==> config.mk <==
export PLATFORM = sky130hd
export DESIGN_NAME = update_sequence_controller_core
export DESIGN_NICKNAME = d
export VERILOG_FILES = /design/src/rtl/usc_pkg.sv /design/src/rtl/usc_input_stage.sv /design/src/rtl/usc_step.sv /design/src/rtl/update_sequence_controller_core.sv
export SDC_FILE = /design/constraint.sdc
export NUM_CORES = 1
export LEC_CHECK = 0
export BUFFER_PORTS_ARGS = -buffer_cell sky130_fd_sc_hd__buf_2
export CORE_MARGIN = 2
export CORE_UTILIZATION = 35
export CTS_BUF_LIST = sky130_fd_sc_hd__clkbuf_16
export DETAILED_ROUTE_END_ITERATION = 10
export SLEW_MARGIN = 20
export SYNTH_ARGS = -nofsm -noshare
export SYNTH_HDL_FRONTEND = slang
export SYNTH_SLANG_ARGS = --single-unit
==> constraint.sdc <==
create_clock -name clock -period 3.2 [get_ports clock]
set_input_delay 0.48 -clock clock [delete_from_list [all_inputs] [get_ports clock]]
set_output_delay 0.48 -clock clock [all_outputs]
set_load 0.01 [all_outputs]
==> src/rtl/usc_pkg.sv <==
// Types and constants of the update sequence controller.
package usc_pkg;

   // Event codes carried in the command field.
   localparam logic [3:0] CMD_BEGIN    = 4'd0;
   localparam logic [3:0] CMD_DOWNLOAD = 4'd1;
   localparam logic [3:0] CMD_PROMOTE  = 4'd8;
   localparam logic [3:0] CMD_RESET    = 4'd9;

   // Update stages; a completion event code equals the stage it completes.
   typedef enum logic [3:0] {
      STAGE_IDLE         = 4'd0,
      STAGE_DOWNLOAD     = 4'd1,
      STAGE_VERIFY       = 4'd2,
      STAGE_MAIN_INSTALL = 4'd3,
      STAGE_MAIN_TEST    = 4'd4,
      STAGE_ZERO_XFER    = 4'd5,
      STAGE_ZERO_INSTALL = 4'd6,
      STAGE_ZERO_TEST    = 4'd7,
      STAGE_PROMOTE      = 4'd8,
      STAGE_COMPLETE     = 4'd9,
      STAGE_FAILED       = 4'd10
   } stage_type;

   // Recovery action recorded on a failure.
   typedef enum logic [1:0] {
      ACTION_NONE          = 2'd0,
      ACTION_KEEP          = 2'd1,
      ACTION_ROLLBACK_MAIN = 2'd2,
      ACTION_ROLLBACK_ZERO = 2'd3
   } action_type;

   // One input event, laid out as the low bits of the input tdata.
   typedef struct packed {
      logic       zero_image_changed;
      logic       success;
      logic [3:0] command;
   } usc_event_type;

   // Sequencer state.
   typedef struct packed {
      logic       zero_changed;
      action_type failure_action;
      stage_type  stage;
   } usc_state_type;

   localparam usc_state_type USC_STATE_RESET = '{
      zero_changed:   1'b0,
      failure_action: ACTION_NONE,
      stage:          STAGE_IDLE
   };

   // Outcome of one event: the state after it and whether it was taken.
   typedef struct packed {
      usc_state_type next;
      logic          accepted;
   } usc_step_type;

   // One result, laid out as the output tdata.
   typedef struct packed {
      logic       zero_flag;
      action_type failure_action;
      stage_type  stage;
      logic       accepted;
   } usc_result_type;

endpackage

==> src/rtl/usc_input_stage.sv <==
// Input register that holds one event transaction until the next stage takes it.
module usc_input_stage (
   input  logic                   clock,
   input  logic                   reset,
   input  logic                   req_tvalid,
   output logic                   req_tready,
   input  logic [7:0]             req_tdata,
   input  logic                   advance,
   output logic                   item_valid,
   output usc_pkg::usc_event_type item
);
   import usc_pkg::*;

   logic          valid_ff;
   logic          valid_in;
   usc_event_type item_ff;
   logic          load;

   // The register is free when empty or when its item moves on this cycle.
   assign req_tready = !valid_ff || advance;
   assign load       = req_tvalid && req_tready;

   always_comb begin
      if (load) begin
         valid_in = 1'b1;
      end else if (advance) begin
         valid_in = 1'b0;
      end else begin
         valid_in = valid_ff;
      end
   end

   always_ff @(posedge clock) begin
      if (reset) begin
         valid_ff <= 1'b0;
      end else begin
         valid_ff <= valid_in;
      end
   end

   // Payload capture; unused upper tdata bits are dropped.
   always_ff @(posedge clock) begin
      if (load) begin
         item_ff <= usc_event_type'(req_tdata[5:0]);
      end
   end

   assign item_valid = valid_ff;
   assign item       = item_ff;

endmodule

==> src/rtl/usc_step.sv <==
// Next-state decision of the sequencer for one event.
module usc_step (
   input  usc_pkg::usc_state_type cur,
   input  usc_pkg::usc_event_type evt,
   output usc_pkg::usc_step_type  step
);
   import usc_pkg::*;

   action_type fail_action;

   // Failure action for the current stage: rollback of main or zero image, or keep.
   always_comb begin
      if (cur.stage == STAGE_MAIN_TEST) begin
         fail_action = ACTION_ROLLBACK_MAIN;
      end else if (cur.stage inside {STAGE_ZERO_XFER, STAGE_ZERO_INSTALL, STAGE_ZERO_TEST}) begin
         fail_action = ACTION_ROLLBACK_ZERO;
      end else begin
         fail_action = ACTION_KEEP;
      end
   end

   // Apply the event; anything refused leaves the state as it is.
   always_comb begin
      step.next     = cur;
      step.accepted = 1'b0;
      if (evt.command == CMD_RESET) begin
         step.next     = USC_STATE_RESET;
         step.accepted = 1'b1;
      end else if (evt.command == CMD_BEGIN) begin
         if (cur.stage == STAGE_IDLE) begin
            step.next.zero_changed   = evt.zero_image_changed;
            step.next.failure_action = ACTION_NONE;
            step.next.stage          = STAGE_DOWNLOAD;
            step.accepted            = 1'b1;
         end
      end else if (evt.command inside {[CMD_DOWNLOAD:CMD_PROMOTE]} &&
                   cur.stage == stage_type'(evt.command)) begin
         step.accepted = 1'b1;
         if (evt.success) begin
            case (cur.stage)
               STAGE_MAIN_TEST: begin
                  step.next.stage = cur.zero_changed ? STAGE_ZERO_XFER : STAGE_PROMOTE;
               end
               STAGE_PROMOTE: begin
                  step.next.stage = STAGE_COMPLETE;
               end
               default: begin
                  step.next.stage = stage_type'(cur.stage + 4'd1);
               end
            endcase
         end else begin
            step.next.failure_action = fail_action;
            step.next.stage          = STAGE_FAILED;
         end
      end
   end

endmodule

==> src/rtl/update_sequence_controller_core.sv <==
// Top level of the firmware update sequence controller.
//
// Input channel req_*: one event transaction per handshake (command, success bit,
// secondary-image-changed flag). Result channel rsp_*: exactly one result
// transaction per event, in order, giving whether the event was taken and the
// stage, failure action and stored secondary flag after it.
// An accepted event waits in the input register; its result is then loaded
// into the result register and shows on rsp_*. One event per cycle while no
// result stalls on rsp_tready; the state update is a single decision on a few
// bits of registered state, taken as the event leaves the input register.
// The input register lets a new event be accepted while a result still waits:
// when rsp_tready is low the result holds, one more event is buffered, and
// req_tready then drops until the result is taken.
// Reset (synchronous, active high) empties both registers and returns the
// sequencer to idle with no failure action and the flag cleared. A reset
// command on the input channel does the same to the sequencer state and
// produces a result like any other event.
module update_sequence_controller_core (
   input  logic       clock,
   input  logic       reset,
   input  logic       req_tvalid,
   output logic       req_tready,
   input  logic [7:0] req_tdata,   // [3:0] command, [4] success, [5] zero_image_changed
   output logic       rsp_tvalid,
   input  logic       rsp_tready,
   output logic [7:0] rsp_tdata    // [0] accepted, [4:1] stage, [6:5] failure_action,
                                   // [7] zero_flag
);
   import usc_pkg::*;

   logic           advance;
   logic           item_valid;
   usc_event_type  item;
   usc_step_type   step;
   usc_state_type  state_ff;
   usc_state_type  state_in;
   logic           rsp_valid_ff;
   logic           rsp_valid_in;
   usc_result_type rsp_data_ff;
   usc_result_type rsp_data_in;
   logic           fire;

   // The result register can load when empty or being drained.
   assign advance = !rsp_valid_ff || rsp_tready;
   assign fire    = advance && item_valid;

   usc_input_stage u_input (
      .clock      (clock),
      .reset      (reset),
      .req_tvalid (req_tvalid),
      .req_tready (req_tready),
      .req_tdata  (req_tdata),
      .advance    (advance),
      .item_valid (item_valid),
      .item       (item)
   );

   usc_step u_step (
      .cur  (state_ff),
      .evt  (item),
      .step (step)
   );

   // Sequencer state moves only when an event transaction completes the step.
   assign state_in = fire ? step.next : state_ff;

   always_ff @(posedge clock) begin
      if (reset) begin
         state_ff <= USC_STATE_RESET;
      end else begin
         state_ff <= state_in;
      end
   end

   // Result register valid flag.
   always_comb begin
      if (advance) begin
         rsp_valid_in = item_valid;
      end else begin
         rsp_valid_in = rsp_valid_ff;
      end
   end

   always_ff @(posedge clock) begin
      if (reset) begin
         rsp_valid_ff <= 1'b0;
      end else begin
         rsp_valid_ff <= rsp_valid_in;
      end
   end

   // Result payload: the acceptance flag and the state after the event.
   always_comb begin
      rsp_data_in.accepted       = step.accepted;
      rsp_data_in.stage          = step.next.stage;
      rsp_data_in.failure_action = step.next.failure_action;
      rsp_data_in.zero_flag      = step.next.zero_changed;
   end

   always_ff @(posedge clock) begin
      if (fire) begin
         rsp_data_ff <= rsp_data_in;
      end
   end

   assign rsp_tvalid = rsp_valid_ff;
   assign rsp_tdata  = rsp_data_ff;

endmodule

==> results.ini, run 1 <==
[run_status]
outcome=finished clean

[setup_path]
worstSetupStartpointType=flop
cp_max_fo=9
end_kind=flop
cp.required_ps=3270
arrival_ps=2290
path_class=flop to flop

[clock_network]
cts_setup_buffers=0
cts_sinks=23
clk_pin_slew_ps=60
ctsHtreeMaxLevel=1
root_buffer=clkbuf_16
post_cts_resized=0
cts_buffer_depth=2
numCtsBuffers=3
hold_buffers=0
cts_tree=built
clk_latency_ps=260

[placement]
place.gp.congestion=0.849
place_area_um2=1370
hpwlAfterDp_um=1780
port_buffers=19
pre_cts_slack_ps=948

[floorplanning]
ios=22
die_h_um=63.5
coreArea_um2=3360
die_x_um=63.5
dieArea_um2=4030
rows=21
start_util=0.369

[final_layout]
final_nets=152
antenna_cells=0
design_area_um2=1450
drive_gt1_frac=0.248
area_growth_pct=17.2

[synth]
netlist_top_cells_count=edfxtp_1 (14), dfxtp_1 (9), nor2_1 (9)
synth_cell_types=43
post-synth-top-count-cell=edfxtp_1
ys_ff_latch=23
synth_area_um2=1240
yosys_warnings=0
async_reset_ff_frac=0
synthTopCellsByArea=edfxtp_1 (34%), dfxtp_1 (15%), mux2i_1 (3.2%)
syn_nets=132
syn_inst=118
synth_top_area_share=0.339
syn_area_per_cell_um2=10.5
seq_area_frac_synth=0.484
synth-edff-count=14
synth_ff_type=edfxtp_1
yosysTopAreaCell=edfxtp_1

[pwr]
p_sw_uw=142
total_power_uw=658
combinationalPowerShare=0.084
power_leakage_nw=0.519
power.density_nw_per_um2=453
clock_power_share=0.406
p_int_uw=517
seqPwrFrac=0.510
ir_drop_mv=0.214
swShare=0.215

[sta]
setup_violations=0
fin_skew_ps=3.04
tns_ps=0
fin_crit_sh=0.696
fin_hold_ws_ps=394
fmax_ghz=0.449
rsz0062_at_grt=false
worst_slack_ps=973
hold_violations=0
worst_pin_slew_ps=578
relSlewSlack=0.613
fin_crit_ps=2230
slew_violations=0

[routing]
routed_via_density=5.26
first_pass_iters=4
drc_errors=0
antenna_left=0
totalWireLength_um=2430
vias=963
drt_iter0_markers=36
avgRoutedWirePerCell_um=13.3

[flow_run]
maxCapViolCount=0

[global_route]
grt_max_degree=17
globalRouteOverflowTotal=0
grt_use_total=0.125
antenna_found_initial=0
grt_pass1_wl_um=3930
grt_pass1_vias=857

[min_path]
hold_class=input port to flop

==> kinds of logic after synthesis <==
group                      synth area share
AOI/OAI and AO/OA                     0.151
muxes                                0.0505
buffers and inverters                0.0464
adders and majority gates            0.0202
xor gates and xnor gates             0.0212
DFF                                   0.484
and+or+nand+nor                       0.226
==> path summary, 6_finish.rpt <==
path	start	to	slack, ps	cells after the start
worst min-delay path	req_tdata[1]	u_input.item[1]$_DFFE_PP_	390	1
worst max-delay path	u_input.item[1]$_DFFE_PP_	rsp_tdata[1]$_DFFE_PP_	970	4
worst min register to register	state_ff[5]$_SDFFE_PP0P_	state_ff[5]$_SDFFE_PP0P_	450	2
worst max register to register	u_input.item[1]$_DFFE_PP_	rsp_tdata[1]$_DFFE_PP_	970	4
==> cell usage in the layout, fill, tap and decap left out, types with 3 or more instances in the layout <==
master	instances
a211oi_1	3
a21oi_1	6
buf_2	19
clkbuf_16	3
dfxtp_1	9
edfxtp_1	14
inv_1	7
mux2i_1	4
nand2_1	3
nand2b_1	4
nand3_1	6
nor2_1	9
nor3_1	4
o21ai_1	4
o221ai_1	3
xnor2_1	3
==> state kept, by name (all words and copies together) (netlist names) <==
name,flops
rsp_tvalid,1
u_input.item_valid,1
rsp_tdata,8
u_input.item,6
state_ff,7
==> per-layer routing <==
metal	vias to the layer above	routed length, µm	global-route usage
met2	27	1150	0.204
li1	483	-	-
met5	-	0	0
met3	5	115	0.0214
met1	448	1110	0.161
met4	0	48	0.0571
==> area by class of cell <==
cell class | count | area [µm²]
Clock buffer | 3 | 75.1
Clock inverter | 1 | 5.00
Fill cell | 349 | 1910
Inverter | 8 | 30.0
Multi-Input combinational cell | 82 | 582
Sequential cell | 23 | 601
Tap cell | 46 | 57.6
Timing Repair Buffer | 20 | 103
==> through the flow <==
stage	util	std cells
finish	0.432	183
global route	0.432	183
CTS	0.432	183
detailed placement	0.408	179
global placement	0.408	179
floorplan	-	118
==> power groups by stage <==
stage / Clock [mW] / Sequential (mW) / Combinational (mW)
2_1_floorplan: 0 / 0.343 / 0.0346
3_3_place_gp: 0 / 0.341 / 0.0531
3_5_place_dp: 0 / 0.342 / 0.0546
4_1_cts: 0.276 / 0.335 / 0.0549
5_1_grt: 0.289 / 0.337 / 0.0599
6_report: 0.268 / 0.336 / 0.0551
==> critical path, cell delays in order (launching register included) <==
cell	delay [ps]
edfxtp_1	470
or4_4	600
nor4b_4	570
nor3_2	110
a211oi_1	290
Power figures use the tool's default switching activity.
==> run 2: changes to the inputs <==
- clock period: 3.2 -> 1.85 ns (I/O delays scaled with it)
==> results.ini, run 2 (synthesis results as in run 1) <==
[run_status]
outcome=finished, violations left
violations=setup timing

[setup_path]
crit_buf_inv=1
reg2reg_depth=6
path_cells=or4_4, nor4b_4, buf_4, or4_4, o22a_1, o21ai_1
path_class=flop to flop
crit_family=simple AND/OR/NAND/NOR gates
r2r-start=u_input.item[1]$_DFFE_PP_
r2r_setup_slack_ps=-110
reg2reg_to=state_ff[5]$_SDFFE_PP0P_
worstSetupStartpointType=flop
arrival_ps=2120
worst_path_largest_cell_delay_ps=560
cp.required_ps=2000
cp_max_fo=4
path_common_cell=or4_4
slowest_stage=or4_4
end_kind=flop

[global_route]
grt_use_total=0.148
globalRouteOverflowTotal=0
grt_max_degree=14
grt_pass1_vias=1044
grt_pass1_wl_um=4640
antenna_found_initial=0

[routing]
antenna_left=0
first_pass_iters=4
drc_errors=0
vias=1072
drt_iter0_markers=41
routed_via_density=5.18
avgRoutedWirePerCell_um=14.1
totalWireLength_um=2910

[placement]
port_buffers=19
hpwlAfterDp_um=2010
place.gp.congestion=0.829

[floorplanning]
rows=21
die_x_um=63.5
dieArea_um2=4030
ios=22
die_h_um=63.5
coreArea_um2=3360
start_util=0.369

[min_path]
holdPathEnd=u_input.item[4]$_DFFE_PP_
whs_path_depth=1
hold_start=req_tdata[4]
hold_class=input port to flop

[pwr]
ir_drop_mv=0.328
power.density_nw_per_um2=690
power_leakage_nw=0.664

[sta]
tns_ps=-748
worst_pin_slew_ps=418
fin_skew_ps=1.68
rsz0062_at_grt=true
slew_violations=0
fmax_ghz=0.510
worst_slack_ps=-110
relSlewSlack=0.718
fin_crit_ps=1960
fin_hold_ws_ps=189
setup_violations=11
hold_violations=0
fin_crit_sh=1.06

[final_layout]
multi_input_area_um2=674
antenna_cells=0
layout_commonest_cell=buf_4
final_cell_mix=buf_4 (23), buf_2 (20), edfxtp_1 (14)
fillerInstances=322
drive_gt1_frac=0.435
seqCellArea_um2=601
largest_register_ffs=8
final_nets=176
area_growth_pct=39.2

[clock_network]
cts_tree=built
cts_buffer_depth=2
cts_sinks=23
numCtsBuffers=3
clk_latency_ps=260
ctsHtreeMaxLevel=1
root_buffer=clkbuf_16
clk_pin_slew_ps=60

[flow_run]
maxCapViolCount=0

==> run 2: cell types whose count changed in the layout (fill, tap and decap cells not counted), moves of 2 or more <==
cell,before,now
a211oi_1,3,1
a211oi_2,0,2
nor3_1,4,1
buf_4,1,23
nor3_2,2,4
==> run 2: report_power, final <==
part,total (mW),internal (mW),switching (mW)
sequential,0.576,0.565,0.0115
combinational,0.143,0.0660,0.0768
clock,0.470,0.289,0.181
total,1.19,0.920,0.270
==> run 2: worst max path at each step <==
stage,cells after the start,end,start
floorplan,4,rsp_tdata[7]$_DFFE_PP_,u_input.item[3]$_DFFE_PP_
global placement,6,state_ff[5]$_SDFFE_PP0P_,u_input.item[0]$_DFFE_PP_
detailed placement,6,state_ff[5]$_SDFFE_PP0P_,u_input.item[0]$_DFFE_PP_
CTS,6,state_ff[5]$_SDFFE_PP0P_,u_input.item[1]$_DFFE_PP_
global route,6,state_ff[5]$_SDFFE_PP0P_,u_input.item[1]$_DFFE_PP_
finish,6,state_ff[5]$_SDFFE_PP0P_,u_input.item[1]$_DFFE_PP_
==> run 2: repair_timing <==
item | in CTS | in global routing
endpoints found under the setup margin | 9 | 14
hold buffers | 0 | 0
endpoints found under the hold margin | 0 | 0
setup buffers | 3 | 3
gates resized for setup | 6 | 13
pin swaps | 7 | 7
==> run 2: worst reg2reg max path, cell delays in order (launching register included) <==
cell      delay (ps)
edfxtp_1         420
or4_4            560
nor4b_4          360
buf_4            190
or4_4            120
o22a_1           150
o21ai_1           60
==> run 2: final cells by class <==
cell class,count,area share
clock buffer,3,0.0435
clock inverter,1,0.00218
inverter,8,0.0174
multi-input combinational,82,0.391
sequential,23,0.348
tap,46,0.0334
timing repair buffer,44,0.165
==> run 2: metal layers <==
layer,global-route usage,part of all wire,routed length [µm]
met1,0.178,0.43,1240
met3,0.0304,0.050,146
met5,0,0,0
met2,0.245,0.51,1470
met4,0.0815,0.019,55
==> run 2: metrics by stage <==
step	area, µm²	instances	worst slack (ps)	power [mW]	util
2_1_floorplan	1240	118	-84.9	0.652	-
4_1_cts	1630	204	-122	1.18	0.485
3_3_place_gp	1510	197	-67.4	0.701	0.448
5_1_grt	1730	207	-162	1.23	0.513
6_report	1730	207	-110	1.19	0.513
3_5_place_dp	1510	197	-116	0.704	0.448
==> run 3: changes to the inputs <==
- ABC_AREA: default -> 1
==> results.ini, run 3 <==
[sta]
fmax_ghz=0.611
relSlewSlack=0.762
setup_violations=0
fin_crit_ps=1640
fin_crit_sh=0.885
worst_pin_slew_ps=355
rsz0062_at_grt=false
fin_skew_ps=0.940
slew_violations=0
hold_violations=0
tns_ps=0
fin_hold_ws_ps=195

[clock_network]
clk_latency_ps=250
cts_tree=built
cts_buffer_depth=2
cts_sinks=23
hold_buffers=0
numCtsBuffers=3
cts_setup_buffers=0
root_buffer=clkbuf_16
post_cts_resized=0
clk_pin_slew_ps=50
ctsHtreeMaxLevel=1

[routing]
avgRoutedWirePerCell_um=10.5
first_pass_iters=4
drt_iter0_markers=24
antenna_left=0
drc_errors=0
totalWireLength_um=2240
routed_via_density=4.53
vias=960

[synth]
async_reset_ff_frac=0
synth_xor_area_frac=0.0287
synth_compound_gate_area_share=0.0955
synth_top_family_by_area=simple AND/OR/NAND/NOR gates
yosys.area_share.adder=0.0205
yosysTopAreaCell=edfxtp_1
synthTopCellsByArea=edfxtp_1 (34%), dfxtp_1 (15%), nand2_1 (10%)
seq_area_frac_synth=0.493
yosys_warnings=0
post-synth-top-count-cell=nand2_1
ys_ff_latch=23
syn_inst=142
netlist_top_cells_count=nand2_1 (34), inv_1 (21), edfxtp_1 (14)
syn_area_per_cell_um2=8.58
synth_top_area_share=0.345
synth_simple_gate_area_frac=0.266
syn_nets=156
synth_cell_types=20
synth_ff_type=edfxtp_1
synth-edff-count=14
synthMuxAreaShare=0
synth_area_um2=1220

[global_route]
grt_pass1_wl_um=3990
globalRouteOverflowTotal=0
antenna_found_initial=0
grt_use_total=0.127
grt_max_degree=23
grt_pass1_vias=951

[placement]
place.gp.congestion=0.862
hpwlAfterDp_um=1780
place_area_um2=1380
port_buffers=19

[floorplanning]
dieArea_um2=3970
die_h_um=63.0
ios=22
rows=21
start_util=0.365
coreArea_um2=3340
die_x_um=63.0

[final_layout]
fillerInstances=348
final_cell_mix=nand2_1 (34), inv_1 (22), buf_2 (19)
drive_gt1_frac=0.283
area_growth_pct=19.9
final_nets=181
largest_register_ffs=8
antenna_cells=0
fin_util=0.438
design_area_um2=1460
layout_commonest_cell=nand2_1

[setup_path]
worstSetupStartpointType=flop
end_kind=flop
cp_max_fo=4
arrival_ps=1650
cp.required_ps=1860
r2r_setup_slack_ps=210
path_class=flop to flop

[pwr]
power_leakage_nw=0.709
power.density_nw_per_um2=850
ir_drop_mv=0.642

[run_status]
outcome=finished clean

[flow_run]
maxCapViolCount=0

[min_path]
hold_class=input port to flop

[run 3: cell count changes in the layout (fill, tap and decap cells not counted), moves of 5 or more]
cell	previous run	this run
nand2_1	3	34
buf_4	23	3
inv_1	7	22
o21ai_0	1	8
a21oi_2	0	6
nand3_2	1	7
inv_2	1	6
nand4_1	0	5
[run 3: per-layer routing]
metal / vias to the layer above / share of wire / track usage
li1: 506 / - / -
met1: 429 / 0.44 / 0.136
met2: 21 / 0.50 / 0.241
met3: 4 / 0.043 / 0.0378
met4: 0 / 0.014 / 0.0333
met5: - / 0 / 0
[run 3: logic make-up after synthesis]
logic type	after synthesis
buf+inv	29
compound gates	19
simple gates	65
fa+ha+maj	2
flops	23
xor+xnor	4
[run 3: worst max-delay path, stage by stage, from the launching register on]
cell,delay (ps)
dfxtp_1,300
inv_1,130
ha_1,270
nand3_1,150
nand2_1,110
inv_1,40
nand2_1,60
nand2_1,60
nor2_1,80
nand2_1,70
nand3_2,70
inv_1,50
[run 3: where the power goes]
group / internal [mW] / switching [mW]
registers: 0.582 / 0.0239
logic: 0.0700 / 0.117
clock network: 0.288 / 0.162
total: 0.940 / 0.303
[run 3: stage by stage]
stage,total power [mW],std cells,setup slack [ps]
6_report,1.24,212,213
5_1_grt,1.30,212,41.8
4_1_cts,1.25,212,176
3_5_place_dp,0.804,208,188
3_3_place_gp,0.798,208,197
2_1_floorplan,0.749,142,347
[run 3: path summary, 6_finish.rpt]
check                                                startpoint                        end  depth (start not counted)
worst max register to register         state_ff[0]$_SDFFE_PP0P_     rsp_tdata[4]$_DFFE_PP_                         11
worst min register to register  u_input.item_valid$_SDFFE_PP0P_    rsp_tvalid$_SDFFE_PP0P_                          2
worst max-delay path                   state_ff[0]$_SDFFE_PP0P_     rsp_tdata[4]$_DFFE_PP_                         11
worst min-delay path                               req_tdata[2]  u_input.item[2]$_DFFE_PP_                          1
[run 3: area by class of cell]
| class | instances | area, µm² | share of cell area |
|---|---|---|---|
| clock inverters | 1 | 3.75 | 0.00257 |
| repair buffers | 22 | 118 | 0.0805 |
| flip-flops and latches | 23 | 602 | 0.412 |
| inverters | 27 | 101 | 0.0693 |
| well taps | 46 | 57.6 | 0.0394 |
| clock buffers | 3 | 75.1 | 0.0514 |
| multi-input cells | 90 | 504 | 0.345 |
